$ cat config.mk
export PLATFORM = sky130hd
export DESIGN_NAME = escaped_node_tree_deframer
export DESIGN_NICKNAME = d
export VERILOG_FILES = /design/src/rtl/entd_pkg.sv /design/src/rtl/entd_core.sv /design/src/rtl/entd_resq.sv /design/src/rtl/escaped_node_tree_deframer.sv
export SDC_FILE = /design/constraint.sdc
export NUM_CORES = 1
export LEC_CHECK = 0
export BUFFER_PORTS_ARGS = -buffer_cell sky130_fd_sc_hd__buf_2
export CAP_MARGIN = 5
export CORE_ASPECT_RATIO = 0.8
export CORE_MARGIN = 5
export CORE_UTILIZATION = 50
export DETAILED_ROUTE_END_ITERATION = 16
export PLACE_DENSITY = 0.7
export SLEW_MARGIN = 10
export SYNTH_ARGS = -nofsm -noshare
export SYNTH_HDL_FRONTEND = slang
export SYNTH_SLANG_ARGS = --single-unit
export TNS_END_PERCENT = 100
$ cat constraint.sdc
create_clock -name clk -period 5.1 [get_ports clk]
set_input_delay 1.02 -clock clk [delete_from_list [all_inputs] [get_ports clk]]
set_output_delay 1.02 -clock clk [all_outputs]
set_load 0.03 [all_outputs]
$ cat src/rtl/entd_pkg.sv
// Shared types and constants for the escaped node tree deframer.
// Used by entd_core, entd_resq and escaped_node_tree_deframer; depends on nothing.
`timescale 1ns / 1ps
`default_nettype none

package entd_pkg;

  localparam int MAX_DEPTH_DEF = 64;
  localparam int DEPTH_W       = 7;
  localparam int RESQ_DEPTH    = 4;
  localparam int CFG_IDX_W     = 2;

  typedef enum logic [1:0] {
    EV_OPEN   = 2'd0,
    EV_CLOSE  = 2'd1,
    EV_PROP   = 2'd2,
    EV_STATUS = 2'd3
  } event_t;

  localparam logic [2:0] ST_OK         = 3'd0;
  localparam logic [2:0] ST_BAD_ID     = 3'd1;
  localparam logic [2:0] ST_NO_START   = 3'd2;
  localparam logic [2:0] ST_UNBALANCED = 3'd3;
  localparam logic [2:0] ST_TRUNCATED  = 3'd4;
  localparam logic [2:0] ST_UNCLOSED   = 3'd5;
  localparam logic [2:0] ST_SHORT_DEEP = 3'd6;

  localparam logic [CFG_IDX_W-1:0] REG_ACCEPTED_ID   = 2'd0;
  localparam logic [CFG_IDX_W-1:0] REG_START_MARKER  = 2'd1;
  localparam logic [CFG_IDX_W-1:0] REG_END_MARKER    = 2'd2;
  localparam logic [CFG_IDX_W-1:0] REG_ESCAPE_MARKER = 2'd3;

  localparam logic [31:0] ACCEPTED_ID_RST   = 32'd0;
  localparam logic [7:0]  START_MARKER_RST  = 8'd254;
  localparam logic [7:0]  END_MARKER_RST    = 8'd255;
  localparam logic [7:0]  ESCAPE_MARKER_RST = 8'd253;

  typedef struct packed {
    logic [31:0] accepted_id;
    logic [7:0]  start_marker;
    logic [7:0]  end_marker;
    logic [7:0]  escape_marker;
  } cfg_t;

  typedef struct packed {
    event_t             event_res;
    logic [7:0]         node_type;
    logic [DEPTH_W-1:0] depth;
    logic [7:0]         value;
    logic [2:0]         status;
    logic               last;
  } res_t;

  // Up to two results per byte: res_a goes first, res_b second.
  typedef struct packed {
    logic [1:0] count;
    res_t       res_a;
    res_t       res_b;
  } push_t;

endpackage

`default_nettype wire

$ cat src/rtl/entd_core.sv
// Parser for one byte per cycle while go is high: header check, nesting tracker and error logic.
// Depends on entd_pkg for the result, push and configuration types.
`timescale 1ns / 1ps
`default_nettype none

module entd_core #(
  parameter int MAX_DEPTH = entd_pkg::MAX_DEPTH_DEF
) (
  input  wire logic          clk,
  input  wire logic          rst,
  input  wire logic          go,
  input  wire logic [7:0]    byte_in,
  input  wire logic          eof_in,
  input  wire entd_pkg::cfg_t cfg,
  output entd_pkg::push_t    push
);

  localparam int DW = $clog2(MAX_DEPTH + 1);

  logic [31:0]   id_shift, id_shift_next;
  logic [3:0]    byte_count, byte_count_next;
  logic [DW-1:0] nest_depth, nest_depth_next;
  logic          expect_type, expect_type_next;
  logic          escape_pending, escape_pending_next;
  logic          in_props, in_props_next;
  logic [2:0]    error_code, error_code_next;

  logic                         has_ev;
  entd_pkg::event_t             ev_code;
  logic [7:0]                   ev_type;
  logic [7:0]                   ev_value;
  logic [2:0]                   st;
  logic [DW+entd_pkg::DEPTH_W-1:0] depth_ext;
  entd_pkg::res_t               ev_res, st_res;

  always_comb begin
    id_shift_next       = id_shift;
    byte_count_next     = (byte_count == 4'd15) ? byte_count : byte_count + 4'd1;
    nest_depth_next     = nest_depth;
    expect_type_next    = expect_type;
    escape_pending_next = escape_pending;
    in_props_next       = in_props;
    error_code_next     = error_code;
    has_ev              = 1'b0;
    ev_code             = entd_pkg::EV_PROP;
    ev_type             = 8'd0;
    ev_value            = 8'd0;

    if (error_code == entd_pkg::ST_OK) begin
      if (byte_count < 4'd4) begin
        id_shift_next = {id_shift[23:0], byte_in};
        if (byte_count == 4'd3 && id_shift_next != cfg.accepted_id &&
            id_shift_next != 32'd0) begin
          error_code_next = entd_pkg::ST_BAD_ID;
        end
      end else if (byte_count == 4'd4) begin
        if (byte_in != cfg.start_marker) begin
          error_code_next = entd_pkg::ST_NO_START;
        end
      end else if (byte_count == 4'd5) begin
        nest_depth_next = DW'(1);
        in_props_next   = 1'b1;
        has_ev          = 1'b1;
        ev_code         = entd_pkg::EV_OPEN;
        ev_type         = byte_in;
      end else if (escape_pending) begin
        escape_pending_next = 1'b0;
        if (in_props) begin
          has_ev   = 1'b1;
          ev_value = byte_in;
        end
      end else if (expect_type) begin
        expect_type_next = 1'b0;
        in_props_next    = 1'b1;
        has_ev           = 1'b1;
        ev_code          = entd_pkg::EV_OPEN;
        ev_type          = byte_in;
      end else if (byte_in == cfg.start_marker) begin
        if (nest_depth == '0) begin
          error_code_next = entd_pkg::ST_UNBALANCED;
        end else if (nest_depth == DW'(MAX_DEPTH)) begin
          error_code_next = entd_pkg::ST_SHORT_DEEP;
        end else begin
          nest_depth_next  = nest_depth + DW'(1);
          expect_type_next = 1'b1;
          in_props_next    = 1'b0;
        end
      end else if (byte_in == cfg.end_marker) begin
        if (nest_depth == '0) begin
          error_code_next = entd_pkg::ST_UNBALANCED;
        end else begin
          nest_depth_next = nest_depth - DW'(1);
          in_props_next   = 1'b0;
          has_ev          = 1'b1;
          ev_code         = entd_pkg::EV_CLOSE;
        end
      end else if (byte_in == cfg.escape_marker) begin
        escape_pending_next = 1'b1;
      end else if (in_props) begin
        has_ev   = 1'b1;
        ev_value = byte_in;
      end
    end

    // The short-file check wins over every other error.
    if (byte_count_next <= 4'd7) begin
      st = entd_pkg::ST_SHORT_DEEP;
    end else if (error_code_next != entd_pkg::ST_OK) begin
      st = error_code_next;
    end else if (escape_pending_next || expect_type_next) begin
      st = entd_pkg::ST_TRUNCATED;
    end else if (nest_depth_next != '0) begin
      st = entd_pkg::ST_UNCLOSED;
    end else begin
      st = entd_pkg::ST_OK;
    end
  end

  // The depth field carries the low bits of the nesting count.
  assign depth_ext = {{entd_pkg::DEPTH_W{1'b0}}, nest_depth_next};

  always_comb begin
    ev_res.event_res = ev_code;
    ev_res.node_type = ev_type;
    ev_res.depth     = depth_ext[entd_pkg::DEPTH_W-1:0];
    ev_res.value     = ev_value;
    ev_res.status    = entd_pkg::ST_OK;
    ev_res.last      = 1'b0;

    st_res.event_res = entd_pkg::EV_STATUS;
    st_res.node_type = 8'd0;
    st_res.depth     = depth_ext[entd_pkg::DEPTH_W-1:0];
    st_res.value     = 8'd0;
    st_res.status    = st;
    st_res.last      = 1'b1;

    push.count = go ? ({1'b0, has_ev} + {1'b0, eof_in}) : 2'd0;
    push.res_a = has_ev ? ev_res : st_res;
    push.res_b = st_res;
  end

  always_ff @(posedge clk) begin
    if (rst) begin
      id_shift       <= '0;
      byte_count     <= '0;
      nest_depth     <= '0;
      expect_type    <= 1'b0;
      escape_pending <= 1'b0;
      in_props       <= 1'b0;
      error_code     <= entd_pkg::ST_OK;
    end else if (go) begin
      if (eof_in) begin
        // The status result closes the file; the next byte starts a new one.
        id_shift       <= '0;
        byte_count     <= '0;
        nest_depth     <= '0;
        expect_type    <= 1'b0;
        escape_pending <= 1'b0;
        in_props       <= 1'b0;
        error_code     <= entd_pkg::ST_OK;
      end else begin
        id_shift       <= id_shift_next;
        byte_count     <= byte_count_next;
        nest_depth     <= nest_depth_next;
        expect_type    <= expect_type_next;
        escape_pending <= escape_pending_next;
        in_props       <= in_props_next;
        error_code     <= error_code_next;
      end
    end
  end

  a_eof_clears: assert property (@(posedge clk) disable iff (rst)
    go && eof_in |=> byte_count == '0 && nest_depth == '0 && error_code == entd_pkg::ST_OK)
    else $error("file state not cleared after final byte");

  a_depth_bound: assert property (@(posedge clk) disable iff (rst)
    nest_depth <= DW'(MAX_DEPTH))
    else $error("nesting depth above bound");

  a_error_sticky: assert property (@(posedge clk) disable iff (rst)
    go && !eof_in && error_code != entd_pkg::ST_OK |=> error_code == $past(error_code))
    else $error("error code changed within a file");

  a_error_silent: assert property (@(posedge clk) disable iff (rst)
    go && error_code != entd_pkg::ST_OK |-> push.count == {1'b0, eof_in})
    else $error("event produced after an error");

endmodule

`default_nettype wire

$ cat src/rtl/entd_resq.sv
// Result queue: takes up to two result words per cycle and hands out one.
// Depends on entd_pkg for the result and push types and the queue depth.
`timescale 1ns / 1ps
`default_nettype none

module entd_resq (
  input  wire logic           clk,
  input  wire logic           rst,
  input  wire entd_pkg::push_t push,
  input  wire logic           pop,
  output logic                room,
  output logic                res_valid,
  output entd_pkg::res_t      res
);

  localparam int PW = $clog2(entd_pkg::RESQ_DEPTH);
  localparam int CW = $clog2(entd_pkg::RESQ_DEPTH + 1);

  entd_pkg::res_t mem [entd_pkg::RESQ_DEPTH];
  logic [PW-1:0]  wr_ptr, rd_ptr;
  logic [CW-1:0]  count, count_next;
  logic           pop_ok;

  assign pop_ok    = pop && count != '0;
  assign res_valid = count != '0;
  assign res       = mem[rd_ptr];
  // Room for the worst case of two words, judged before this cycle's pop.
  assign room      = count <= CW'(entd_pkg::RESQ_DEPTH - 2);
  assign count_next = count + CW'(push.count) - CW'(pop_ok);

  always_ff @(posedge clk) begin
    if (push.count != 2'd0) begin
      mem[wr_ptr] <= push.res_a;
    end
    if (push.count == 2'd2) begin
      mem[wr_ptr + PW'(1)] <= push.res_b;
    end
  end

  always_ff @(posedge clk) begin
    if (rst) begin
      wr_ptr <= '0;
      rd_ptr <= '0;
      count  <= '0;
    end else begin
      wr_ptr <= wr_ptr + PW'(push.count);
      rd_ptr <= rd_ptr + PW'(pop_ok);
      count  <= count_next;
    end
  end

  a_no_overflow: assert property (@(posedge clk) disable iff (rst)
    push.count != 2'd0 |-> room)
    else $error("result queue written without room");

  a_count_bound: assert property (@(posedge clk) disable iff (rst)
    count <= CW'(entd_pkg::RESQ_DEPTH))
    else $error("result queue count out of range");

  a_count_track: assert property (@(posedge clk) disable iff (rst)
    push.count == 2'd0 && !pop_ok |=> count == $past(count))
    else $error("result queue count moved while idle");

endmodule

`default_nettype wire

$ cat src/rtl/escaped_node_tree_deframer.sv
// Top level of the escaped node tree deframer: ports, registers, input stage.
// Depends on entd_pkg, entd_core and entd_resq.
`timescale 1ns / 1ps
`default_nettype none

// Takes a file one byte per word and reports node open, node close and property
// byte events, followed by one status word with the file's final byte. A byte is
// accepted every cycle while in_stall is low; its results pass through the input
// register and then the result queue. The output side drains one word per cycle
// while out_stall is low, so the two words that the final byte of a file can
// cause are absorbed by the four-word result queue. Write the configuration
// registers only while no file is in progress and all results have been taken.
// The nesting bound is MAX_DEPTH; depth reports its low seven bits.
module escaped_node_tree_deframer #(
  parameter int MAX_DEPTH = entd_pkg::MAX_DEPTH_DEF
) (
  input  wire logic                          clk,
  input  wire logic                          rst,
  input  wire logic                          in_valid,
  output logic                               in_stall,
  input  wire logic [7:0]                    data_byte,
  input  wire logic                          end_of_file,
  output logic                               out_valid,
  input  wire logic                          out_stall,
  output logic [1:0]                         event_res,
  output logic [7:0]                         node_type,
  output logic [entd_pkg::DEPTH_W-1:0]       depth,
  output logic [7:0]                         value,
  output logic [2:0]                         status,
  output logic                               last,
  input  wire logic                          cfg_valid,
  output logic                               cfg_ready,
  input  wire logic [entd_pkg::CFG_IDX_W-1:0] cfg_index,
  input  wire logic [31:0]                   cfg_data
);

  entd_pkg::cfg_t  cfg;
  entd_pkg::push_t push;
  entd_pkg::res_t  res;

  logic       in_v;
  logic [7:0] in_byte;
  logic       in_eof;
  logic       room;
  logic       go;
  logic       accept;

  assign cfg_ready = 1'b1;

  always_ff @(posedge clk) begin
    if (rst) begin
      cfg.accepted_id   <= entd_pkg::ACCEPTED_ID_RST;
      cfg.start_marker  <= entd_pkg::START_MARKER_RST;
      cfg.end_marker    <= entd_pkg::END_MARKER_RST;
      cfg.escape_marker <= entd_pkg::ESCAPE_MARKER_RST;
    end else if (cfg_valid && cfg_ready) begin
      case (cfg_index)
        entd_pkg::REG_ACCEPTED_ID:   cfg.accepted_id   <= cfg_data;
        entd_pkg::REG_START_MARKER:  cfg.start_marker  <= cfg_data[7:0];
        entd_pkg::REG_END_MARKER:    cfg.end_marker    <= cfg_data[7:0];
        entd_pkg::REG_ESCAPE_MARKER: cfg.escape_marker <= cfg_data[7:0];
        default: ;
      endcase
    end
  end

  // The input register moves on whenever the queue can take two words.
  assign go       = in_v && room;
  assign in_stall = in_v && !room;
  assign accept   = in_valid && !in_stall;

  always_ff @(posedge clk) begin
    if (rst) begin
      in_v <= 1'b0;
    end else begin
      in_v <= accept || (in_v && !go);
    end
  end

  always_ff @(posedge clk) begin
    if (accept) begin
      in_byte <= data_byte;
      in_eof  <= end_of_file;
    end
  end

  entd_core #(
    .MAX_DEPTH(MAX_DEPTH)
  ) u_core (
    .clk     (clk),
    .rst     (rst),
    .go      (go),
    .byte_in (in_byte),
    .eof_in  (in_eof),
    .cfg     (cfg),
    .push    (push)
  );

  entd_resq u_resq (
    .clk       (clk),
    .rst       (rst),
    .push      (push),
    .pop       (!out_stall),
    .room      (room),
    .res_valid (out_valid),
    .res       (res)
  );

  assign event_res = res.event_res;
  assign node_type = res.node_type;
  assign depth     = res.depth;
  assign value     = res.value;
  assign status    = res.status;
  assign last      = res.last;

endmodule

`default_nettype wire

==> results of run 1 <==
[stage by stage]
step / power (mW) / setup WS (ns) / util, % / hold WS [ns] / instances
global route: 4.52 / 0.335 / 56.5 / 0.471 / 1373
global placement: 2.75 / 0.913 / 53.0 / 0.440 / 1331
detailed placement: 2.76 / 0.850 / 53.0 / 0.437 / 1331
floorplan: 2.57 / 1.60 / - / 0.418 / 1045
CTS: 4.38 / 0.824 / 56.5 / 0.447 / 1373
finish: 4.35 / 0.764 / 56.5 / 0.451 / 1373
[layout make-up]
| class | instances | share of cell area, % |
|---|---|---|
| Inverter | 17 | 0.549 |
| Timing Repair Buffer | 89 | 4.07 |
| Clock buffer | 24 | 4.98 |
| Tap cell | 269 | 2.89 |
| Sequential cell | 230 | 43.8 |
| Multi-Input combinational cell | 726 | 42.4 |
| Clock inverter | 18 | 1.23 |
[sequential cells by signal (all words and copies together) (netlist names)]
| register | count |
|---|---|
| u_resq.count | 3 |
| u_resq.wr_ptr | 2 |
| in_eof | 1 |
| u_core.expect_type | 1 |
| in_byte | 8 |
| u_core.in_props | 1 |
| u_resq.mem | 116 |
| in_v | 1 |
| u_core.escape_pending | 1 |
| cfg | 56 |
| u_core.nest_depth | 7 |
| u_core.error_code | 3 |
| u_resq.rd_ptr | 2 |
| u_core.id_shift | 24 |
| u_core.byte_count | 4 |
[report_power, final]
group          switching, mW  internal, mW
Sequential            0.0923          1.94
Combinational          0.405         0.279
Clock                  0.750         0.890
Total                   1.25          3.10
[logic make-up (layout without fill, tap and decap cells)]
| kind of cell | Yosys count | after routing |
|---|---|---|
| xor+xnor | 61 | 61 |
| fa+ha+maj | 12 | 12 |
| mux | 31 | 31 |
| compound gates | 213 | 213 |
| flops | 230 | 230 |
| simple gates | 408 | 408 |
| buf+inv | 89 | 148 |
| other cells | 1 | 1 |
[tightest hold or removal path: cells and delay by family, from the launching register on]
family,cells,cell delay (ns)
and+or+nand+nor,2,0.10
DFF,1,0.31
[worst paths after layout]
path | startpoint | end | slack [ns] | depth (start not counted)
worst min-delay path | u_resq.mem[3][0]$_SDFFE_PP1N_ | u_resq.mem[3][0]$_SDFFE_PP1N_ | 0.45 | 2
worst max register to register | in_byte[4]$_DFFE_PP_ | u_resq.mem[2][23]$_SDFFE_PP0P_ | 0.76 | 12
worst max-delay path | in_byte[4]$_DFFE_PP_ | u_resq.mem[2][23]$_SDFFE_PP0P_ | 0.76 | 12
worst min register to register | u_resq.mem[3][0]$_SDFFE_PP1N_ | u_resq.mem[3][0]$_SDFFE_PP1N_ | 0.45 | 2
[metal layers]
layer  vias to the layer above  part of all wire (%)  GRT usage, %  wire, um
li1                       3812                     -             -         -
met1                      3855                    46          33.6     12600
met2                       276                    45          34.2     12100
met3                        57                   6.1          3.13      1650
met4                         0                   2.9          6.46       777
met5                         -                     0             0         0
[layout by cell type (no fill, tap or decap), types with 14 or more instances in the layout]
cell type,n
a21oi_1,53
xor2_1,15
a22oi_1,26
dfxtp_1,180
nand3b_1,23
a22o_1,64
inv_1,17
nand4_1,15
nand2_1,162
nor2_1,121
edfxtp_1,49
mux4_2,29
o21ai_0,17
clkbuf_16,23
xnor2_1,44
buf_2,78
nor4_1,15
nand3_1,14
==> results.md, run 1 <==
- Clk_lat worst skew: 0.52 ns
- Worst hold path type: flop to flop
- Sequential area share after synthesis: 48.9%
- CP Max Fanout: 14
- Crit path buf inv count: 0
- Ys Warns: 0
- Fillcell total: 1794
- H-tree depth: 1
- Initial Utilization: 50.6%
- Vias in the first global route: 7853
- Area of the multi-input gates: 0.00493 mm2
- # Post-CTS Setup Buffers: 0
- Initial antenna violation count: 0
- Ys async rst share: 0%
- Routed wire length: 27100 um
- Routed Antenna Nets: 0
- CP startpoint kind: flop
- Pwr dens: 374 mW/mm2
- Outcome: finished clean
- Diodes inserted: 0
- Most frequent cell after synthesis: dfxtp_1
- Final instance area: 0.0116 mm2
- Buffers on Ports: 78
- Setup total negative slack: 0 ns
- RSZ-0062 raised after global routing: no
- Initial DRC count: 769
- Wire per inst: 19.7 um
- Nets: 1147
- Area share of the largest cell type after synthesis: 34.8%
- Core Box Area: 0.0206 mm2
- Max-Cap Viols: 0
- # IOs: 80
- Synth Instances: 1045
- Synth unique cells: 74
- Post-DP Area: 0.0109 mm2
- Max-slew violation count: 0
- Finish-stage setup viols: 0
- Worst path top cell family by delay: simple AND/OR/NAND/NOR gates
- Mux share of post-synthesis cell area: 6.49%
- Final Hold Fails: 0
- First-pass GRT wire length: 43300 um
- Reg area: 0.00510 mm2
- Worst vdd ir: 0.272 mV
- Critical path's slowest cell: edfxtp_1
- Via/cell ratio: 5.83
- GP Congestion: 0.932
- Main combinational cell family by area after synthesis: simple AND/OR/NAND/NOR gates
- Clk sinks: 230
- CTS buffer count: 23
- Syn Std Cell Area: 0.0104 mm2
- # rows: 47
- CTS Hold Bufs: 0
- CP arrival: 4.79 ns
- Cell Chain, Critical Path: xnor2_1 -> nand4_1 -> nor2_1 -> o31ai_2 -> a211oi_1 -> a211oi_4 -> ha_1 -> nand2_1 -> nand2_1 -> nand2_1 -> nor2_1 -> a22o_1
- Die area: 0.0238 mm2
- Max Buffers Root-to-Sink: 3
- Via count: 8000
- Max incr delay on CP: 0.76 ns
- Most numerous cell on the critical path: nand2_1
- Final worst-path cycle share: 85.0%
- Pre-Repair DR Iteration Count: 7
- Post-synth top cells: 181 x dfxtp_1, 162 x nand2_1, 121 x nor2_1
- Fmax: 231 MHz
- Number of synthesized flops with an enable pin: 49
- Post-CTS Resized: 0
- Synth Area in XOR/XNOR: 5.27%
- Slew margin rel.: 35.8%
- Clock root cell: clkbuf_16
- Critical setup path kind: flop to flop
- Most area-hungry cell type in the Yosys netlist: dfxtp_1
- All-Layer GR Usage: 22.5%
- HPWL after DPL: 18700 um
- CTS tree: built
- Clock edge transition at the registers on the reported setup and hold paths: 0.07 ns
- Seq cells post-synth: 230
- Leak Pwr: 4.28 nW
- Largest cells by area after synthesis: dfxtp_1 35%, edfxtp_1 14%, mux4_2 6.3%, nand2_1 5.8%, a22o_1 5.4%
- Skew final: 0.0191 ns
- Share of layout cells above drive strength 1: 17.1%
- Chip Width: 171 um
- Synth Area per Inst: 9.97 um2
- Post-synth net total: 1105
- Largest net degree at the start of global routing: 83
- Area growth from synthesis to layout: 11.6%
- Worst slew pin tran: 0.961 ns
- DRC: 0
- Synth Flop Type: dfxtp_1
- Synth Area in Compound Gates: 15.3%
- Minimum clock period: 4.34 ns
- Die Y: 139 um
- Post-synthesis simple-gate area fraction: 18.7%
- Worst endpoint required time: 5.55 ns
- Remaining Overflow, GRT: 0
- Synth Area in Adders: 1.51%
- Crit end category: flop
Note: power is estimated with default switching activity, not from simulation.
==> run 2: changes to the inputs <==
Settings changed: ABC_AREA set to 1.
==> run 2 against run 1 <==
  * Fmax grew 19%
  * Synthesized area grew 7.8%
  * Clock skew shrank 0.0087 ns
  * Total power grew 12%
  * Hold slack gained 0.0087 ns
  * Core utilization shrank 0.11 points
==> results.md, run 2 <==
- Outcome: finished clean
- CP startpoint kind: flop
- # IOs: 80 (unchanged)
- Synth unique cells: 46 (-38%)
- Vias in the first global route: 9196 (+17%)
- Initial Utilization: 50.3% (-0.30 points)
- GP Congestion: 0.927 (-0.54%)
- Max-slew violation count: 0 (unchanged)
- Most area-hungry cell type in the Yosys netlist: dfxtp_1
- Met2 usage: 35.9% (+1.6 points)
- Ys Warns: 0 (unchanged)
- CP Max Fanout: 35 (+21)
- # Post-CTS Setup Buffers: 0 (unchanged)
- Routed wire length: 29300 um (+8.3%)
- Grt met1 use: 33.2% (-0.43 points)
- Critical setup path kind: flop to output port
- Post-synth net total: 1484 (+34%)
- Final Util: 56.4% (-0.11 points)
- Fillcell total: 2111 (+18%)
- Cell Chain, Critical Path: inv_1 -> buf_4 -> o21ai_0 -> o22ai_1 -> buf_2
- Ys async rst share: 0% (unchanged)
- Largest cells by area after synthesis: dfxtp_1 32%, edfxtp_1 13%, nand2_1 8.5%, nor2_1 7.2%, a22o_1 4.7%
- Largest net degree at the start of global routing: 60 (-28%)
- RSZ-0062 raised after global routing: no
- Clk_lat worst skew: 0.51 ns (about the same)
- Power, Total: 4.87 mW (+12%)
- Via count: 9679 (+21%)
- Synth Flop Type: dfxtp_1
- Met3 Usage GRT: 3.71% (+0.58 points)
- Clock root cell: clkbuf_16
- Commonest non-fill, non-tap cell in the layout: nand2_1
- Busiest grt layer: met2
- CTS tree: built
- Initial antenna violation count: 0 (unchanged)
- Finish-stage setup viols: 0 (unchanged)
- CTS Hold Bufs: 0 (unchanged)
- Area growth from synthesis to layout: 12.1%
- Fmax: 273 MHz (+19%)
- Slew margin rel.: 26.8% (-9.0 points)
- Pre-Repair DR Iteration Count: 5 (-2)
- First-pass GRT wire length: 47600 um (+9.8%)
- Max Buffers Root-to-Sink: 3 (unchanged)
- CP arrival: 2.64 ns (-2.15 ns)
- Skew final: 0.0104 ns (-0.00871 ns)
- Core Box Area: 0.0223 mm2 (+8.4%)
- All-Layer GR Usage: 22.8% (+0.25 points)
- Share of layout cells above drive strength 1: 15.3% (-1.9 points)
- HPWL after DPL: 20500 um (+9.6%)
- Pwr dens: 387 mW/mm2 (+3.4%)
- # rows: 49 (+4.3%)
- Largest registers: u_resq.mem: 116 flops, cfg: 56 flops, u_core.id_shift: 24 flops
- Worst hold path type: flop to flop
- Synth Instances: 1424 (+36%)
- Leak Pwr: 5.48 nW (+28%)
- Die Y: 144 um (+3.5%)
- Most frequent cells in the layout: 253 x nand2_1, 214 x nor2_1, 180 x dfxtp_1
- Setup total negative slack: 0 ns (unchanged)
- Max-Cap Viols: 0 (unchanged)
- DRC: 0 (unchanged)
- Largest reg by FF count: u_resq.mem
- Remaining Overflow, GRT: 0 (unchanged)
- Worst slew pin tran: 1.10 ns (+0.135 ns)
- Clk sinks: 230 (unchanged)
- Diodes inserted: 0 (unchanged)
- Initial DRC count: 817 (+6.2%)
- Reg area: 0.00510 mm2 (unchanged)
- Number of synthesized flops with an enable pin: 49 (unchanged)
- CTS buffer count: 23 (unchanged)
- Area of the multi-input gates: 0.00523 mm2 (+5.9%)
- Minimum clock period: 3.66 ns (-0.679 ns)
- Area share of the largest cell type after synthesis: 32.3% (-2.5 points)
- Crit end category: output port
- Sequential area share after synthesis: 45.4% (-3.5 points)
- Via/cell ratio: 5.38 (-7.7%)
- Chip Width: 178 um (+3.6%)
- Critical path's slowest cell: inv_1
- Nets: 1538 (+34%)
- Wire per inst: 16.3 um (-17%)
- Post-synth top cells: 253 x nand2_1, 214 x nor2_1, 181 x dfxtp_1
- H-tree depth: 1 (unchanged)
- Routed Antenna Nets: 0 (unchanged)
- Synth Area per Inst: 7.88 um2 (-21%)
- Die area: 0.0256 mm2 (+7.3%)
- Worst vdd ir: 0.230 mV (-15%)
- Syn Std Cell Area: 0.0112 mm2 (+7.8%)
- Final Hold Fails: 0 (unchanged)
- Seq cells post-synth: 230 (unchanged)
- Worst endpoint required time: 4.08 ns (-1.47 ns)
- Max reg flops: 116 (unchanged)
- Post-CTS Resized: 0 (unchanged)
- Max incr delay on CP: 0.78 ns (+0.02 ns)
- Clock edge transition at the registers on the reported setup and hold paths: 0.06 ns (about the same)
- Buffers on Ports: 78 (unchanged)
- Most frequent cell after synthesis: nand2_1
- Final worst-path cycle share: 71.7% (-13 points)
## run 2: power breakdown
group | switching, mW | leakage, nW | total [mW] | internal (mW)
Clock | 0.695 | 0.373 | 1.68 | 0.981
Combinational | 0.840 | 3.18 | 1.18 | 0.336
Sequential | 0.0721 | 1.93 | 2.02 | 1.95
Total | 1.61 | 5.48 | 4.87 | 3.26
## run 2: worst paths after layout
path	from	to	slack, ns	cells past startpoint
setup / recovery	u_resq.rd_ptr[0]$_SDFF_PP0_	value[4]	1.44	5
hold / removal	u_resq.mem[1][19]$_SDFFE_PP0P_	u_resq.mem[1][19]$_SDFFE_PP0P_	0.46	2
setup reg to reg	in_byte[7]$_DFFE_PP_	u_resq.mem[3][3]$_DFFE_PP_	1.50	21
hold reg to reg	u_resq.mem[1][19]$_SDFFE_PP0P_	u_resq.mem[1][19]$_SDFFE_PP0P_	0.46	2
## run 2: worst max-delay path: cells and delay by family (launching register included)
family	cells	cell delay (ns)
buffers and inverters	3	1.44
AO/OA/AOI/OAI	2	0.35
flip-flops	1	0.32
## run 2: cells by family after synthesis
group,share of synthesized area (%)
xor+xnor,2.42
simple gates,25.8
compound gates,16.9
fa+ha+maj,1.40
buf+inv,8.08
flops,45.4
other cells,0.0334
## run 2: layout make-up
| class | instances | area share [%] |
|---|---|---|
| inverter | 156 | 4.75 |
| clock inverter | 2 | 0.109 |
| multi-input combinational | 971 | 41.5 |
| clock buffer | 39 | 5.87 |
| timing repair buffer | 96 | 4.18 |
| tap | 306 | 3.04 |
| sequential | 230 | 40.5 |
## run 2: routing by layer
| layer | up-vias | wire [um] |
|---|---|---|
| met4 | 0 | 497 |
| met2 | 377 | 12800 |
| met5 | - | 0 |
| met3 | 39 | 2480 |
| li1 | 4820 | - |
| met1 | 4443 | 13500 |
## run 2: through the flow
| stage | instances | worst slack, ns | area [um2] | hold slack [ns] |
|---|---|---|---|---|
| after floorplan | 1424 | 1.92 | 11200 | 0.422 |
| after global placement | 1759 | 1.68 | 11800 | 0.437 |
| after detailed placement | 1759 | 1.57 | 11800 | 0.443 |
| after CTS | 1800 | 1.45 | 12600 | 0.459 |
| after global routing | 1800 | 1.20 | 12600 | 0.480 |
| final | 1800 | 1.44 | 12600 | 0.460 |
